**config.mk**
```make
export PLATFORM = sky130hd
export DESIGN_NAME = isr_lift_stage
export DESIGN_NICKNAME = d
export VERILOG_FILES = /design/src/rtl/isr_pkg.sv /design/src/rtl/isr_lift_stage.sv
export SDC_FILE = /design/constraint.sdc
export NUM_CORES = 1
export LEC_CHECK = 0
export BUFFER_PORTS_ARGS = -buffer_cell sky130_fd_sc_hd__buf_2
export CAP_MARGIN = 20
export CORE_AREA = 4 4 254 256
export CTS_CLUSTER_DIAMETER = 50
export DETAILED_ROUTE_END_ITERATION = 10
export DIE_AREA = 0 0 258 260
export HOLD_SLACK_MARGIN = 0.08
export PLACE_DENSITY = 0.66
export SLEW_MARGIN = 5
export SYNTH_ARGS = -nofsm -noshare
export SYNTH_HDL_FRONTEND = slang
export SYNTH_SLANG_ARGS = --single-unit
```
**constraint.sdc**
```tcl
create_clock -name clk -period 7.4 [get_ports clk]
set_input_delay 0.74 -clock clk [delete_from_list [all_inputs] [get_ports clk]]
set_output_delay 0.74 -clock clk [all_outputs]
set_load 0.02 [all_outputs]
```
**src/rtl/isr_pkg.sv**
```systemverilog
// Shared types and constants for the inverse square root modulo 2^k pipeline.
// No dependencies; used by isr_lift_stage and inverse_square_root_mod_pow2_top.
package isr_pkg;

  localparam int DATA_W = 64;
  localparam int K_W    = 7;
  localparam int K_MIN  = 3;

  // One request on the input side.
  typedef struct packed {
    logic [DATA_W-1:0] square_value;
    logic              last_in_vector;
  } in_t;

  // One result.
  typedef struct packed {
    logic [DATA_W-1:0] inverse_root;
    logic              last_out;
  } out_t;

  // Working set carried from stage to stage.
  typedef struct packed {
    logic              valid;
    logic              last;
    logic [DATA_W-1:0] e;
    logic [DATA_W-1:0] r;
    logic [DATA_W-1:0] v;
    logic [DATA_W-1:0] sq;
    logic [DATA_W-1:0] p;
  } lane_t;

endpackage

```
**src/rtl/isr_lift_stage.sv**
```systemverilog
// One registered lifting round for bit position J of root and inverse.
// Depends on isr_pkg for the lane type.
module isr_lift_stage #(
  parameter int J = 2
) (
  input  logic                    clk,
  input  logic                    rst_n,
  input  logic [isr_pkg::K_W-1:0] k,
  input  isr_pkg::lane_t          lane_in,
  output isr_pkg::lane_t          lane_out
);
  import isr_pkg::*;

  localparam logic [K_W-1:0] JLIM = K_W'(J + 2);

  logic              en;
  logic [DATA_W-1:0] diff_sq;
  logic              b;
  logic [DATA_W-1:0] r1;
  logic [DATA_W-1:0] sq1;
  logic [DATA_W-1:0] p1;
  logic [DATA_W-1:0] diff_inv;
  logic              c;
  logic [DATA_W-1:0] v1;
  logic [DATA_W-1:0] p2;
  lane_t             lane_nxt;
  lane_t             lane_r;

  // Root bit from the residue of the square, then inverse bit from 1 - r*v.
  // Products are kept up to date by shifted additions only.
  always_comb begin
    en       = (JLIM <= k);
    diff_sq  = lane_in.e - lane_in.sq;
    b        = en & diff_sq[J+1];
    r1       = lane_in.r | (DATA_W'(b) << J);
    sq1      = b ? (lane_in.sq + (lane_in.r << (J + 1)) + (DATA_W'(1) << (2 * J)))
                 : lane_in.sq;
    p1       = b ? (lane_in.p + (lane_in.v << J)) : lane_in.p;
    diff_inv = DATA_W'(1) - p1;
    c        = en & diff_inv[J];
    v1       = lane_in.v | (DATA_W'(c) << J);
    p2       = c ? (p1 + (r1 << J)) : p1;
    lane_nxt       = lane_in;
    lane_nxt.r     = r1;
    lane_nxt.v     = v1;
    lane_nxt.sq    = sq1;
    lane_nxt.p     = p2;
  end

  // The lane moves every cycle and is cleared during reset.
  always_ff @(posedge clk) begin
    if (!rst_n) begin
      lane_r <= '0;
    end else begin
      lane_r <= lane_nxt;
    end
  end

  assign lane_out = lane_r;

endmodule

```
==> flow_metrics.env <==
export IMPL_status="finished clean"
export IMPL_gp_congestion=0.933
export IMPL_cts_max_level=2
export IMPL_ys_ff_latch=322
export IMPL_viasPerCell=5.25
export IMPL_ys_warnings_count=0
export IMPL_min_path_cells=2
export IMPL_fin_crit_sh=0.843
export IMPL_tightest_slew_ns=1.03
export IMPL_synth_edf_count=0
export IMPL_grt_pass1_vias=20400
export IMPL_vdd_drop_max_mv=0.242
export IMPL_netlist_instances=2731
export IMPL_clock_path_buffers=3
export IMPL_yosys_area_top_type_share=0.294
export IMPL_die_w_um=258
export IMPL_power_density_nw_per_um2=273
export IMPL_antenna_left=0
export IMPL_wl_per_cell_um=20.3
export IMPL_power_total_uw=7470
export IMPL_slew_violations=0
export IMPL_syn_nets=3316
export IMPL_wirelength_mm=84.8
export IMPL_synth_flop_cell="dfxtp_1"
export IMPL_ios=653
export IMPL_postSynthAreaPerCell_um2=8.03
export IMPL_seq_area_frac_synth=0.294
export IMPL_syn_area_um2=21900
export IMPL_final_setup_viol_count=0
export IMPL_dpl_instance_area_um2=25800
export IMPL_clock_sinks=322
export IMPL_cp_end_kind="flop"
export IMPL_via_count=22000
export IMPL_drt_first_pass_iters=6
export IMPL_slew_headroom=0.314
export IMPL_num_rows=92
export IMPL_rsz0062_at_grt="no"
export IMPL_hold_buffers=0
export IMPL_cts_buffers=46
export IMPL_grt_antenna_before_repair=10
export IMPL_nNetsFinal=3884
export IMPL_dpl_hpwl_mm=68.4
export IMPL_area_delta_synth_final_pct=25.0
export IMPL_critPathLaunchType="input port"
export IMPL_drtIter0Drc=1399
export IMPL_fp_dieH_um=260
export IMPL_layout_drive_gt1_share=0.234
export IMPL_synth_cell_types=82
export IMPL_synth_top_area_cell="dfxtp_1"
export IMPL_initial_core_util=0.351
export IMPL_cts_root_buf="clkbuf_16"
export IMPL_critical_path_class="input port to flop"
export IMPL_drc=0
export IMPL_post_cts_buffers=0
export IMPL_cp_arrival_ns=6.75
export IMPL_hp_class="input port to flop"
export IMPL_clk_pin_slew_ns=0.06
export IMPL_fmax_ghz=0.160
export IMPL_worstPathMaxFanout=6
export IMPL_yosys_top_cells_area="dfxtp_1 29%, ha_1 14%, a21oi_1 6.1%"
export IMPL_dieArea_um2=67100
export IMPL_period_minus_slack_ns=6.24
export IMPL_grt_pass1_wl_mm=124
export IMPL_largest_register_ffs=322
export IMPL_ys_async_sr_fraction=0
export IMPL_hold_viol_final=0
export IMPL_crit_required_ns=7.91
export IMPL_cts_resized=0
export IMPL_place_ws_ns=0.655
export IMPL_power_leakage_uw=0.0135
export IMPL_core_um2=62500
export IMPL_fin_area_um2=27400
export IMPL_setup_ws_ns=1.16
export IMPL_hold_slack_ns=0.361
export IMPL_port_buffers=650
export IMPL_grt_remaining_overflow=0
export IMPL_cts_tree="yes"
export IMPL_track_usage=0.237
export IMPL_drv_cap=0
export IMPL_grt_max_degree=119
export IMPL_fin_tns_setup_ns=0
-- worst paths after layout --
check,start,end,slack [ns]
min,lane_in[294],lane_out[294]$_SDFF_PN0_,0.36
max,lane_in[2],lane_out[63]$_SDFF_PN0_,1.16
-- per-stage QoR --
step           cells  utilization
2_1_floorplan   2731            -
3_3_place_gp    4097        0.413
3_5_place_dp    4097        0.413
4_1_cts         4181        0.438
5_1_grt         4184        0.438
6_report        4185        0.438
-- power by group --
part	internal, µW	switching, µW	total, µW
Clock	1360	903	2270
Combinational	1170	2000	3180
Sequential	1960	77.5	2030
-- logic make-up after synthesis --
group	synth area share
flops	0.294
mux	0.00941
compound gates	0.242
fa+ha+maj	0.146
xor+xnor	0.0627
buf+inv	0.0350
simple gates	0.211
-- synth_stat cells, drive strengths merged, types with 55 or more instances --
cell type  instances
nor2             169
nand3             60
ha               251
a211oi            57
and2             205
dfxtp            322
inv               55
nand2            328
xor2              69
a21oi            267
xnor2             88
clkbuf           122
o21ai            168
a21o             120
-- worst max-delay path: stages --
cell      delay [ns]
buf_2           0.13
ha_1            0.33
inv_1           0.11
fa_1            0.21
nor2b_1         0.07
o31a_1          0.29
o31ai_1         0.45
a21oi_1         0.17
nor2b_1         0.23
o21ai_0         0.16
a21boi_0        0.25
xor2_1          0.16
o21ai_0         0.17
ha_1            0.44
nand2_1         0.18
or3b_4          0.47
or4_4           0.54
o32ai_4         0.22
o211ai_4        0.17
o31ai_4         0.28
a211oi_2        0.18
o31ai_2         0.22
a21o_1          0.17
mux2i_1         0.22
mux2i_1         0.19
-- routing by layer --
metal,part of all wire,vias to the layer above,GRT usage
met3,0.073,152,0.0516
li1,-,10900,-
met1,0.41,10100,0.294
met2,0.47,802,0.399
met5,0.00067,-,0
met4,0.044,8,0.0987
-- layout by cell type (no fill, tap or decap), types with 18 or more instances in the layout --
cell type,count
nand4_1,47
xnor2_1,88
xor2_1,69
nand2b_1,23
o31ai_1,18
ha_1,251
inv_1,54
a21oi_1,267
nor2b_1,18
nor3_1,36
a211oi_1,55
nand3_1,60
and3_1,22
a21o_1,120
o21ai_0,161
and2_1,204
clkbuf_16,46
o21a_1,20
nand2_1,327
nor2_1,168
dfxtp_1,322
a31oi_1,31
buf_2,649
o21bai_1,37
-- area by class of cell --
cell class	instances	area, µm²
tap	846	1060
clock inverter	26	332
timing repair buffer	665	3370
fill	6331	35100
inverter	55	209
multi-input combinational	2209	14700
sequential	322	6450
clock buffer	58	1250
antenna	4	10.0
No activity file was read; power rests on OpenSTA's default activity.
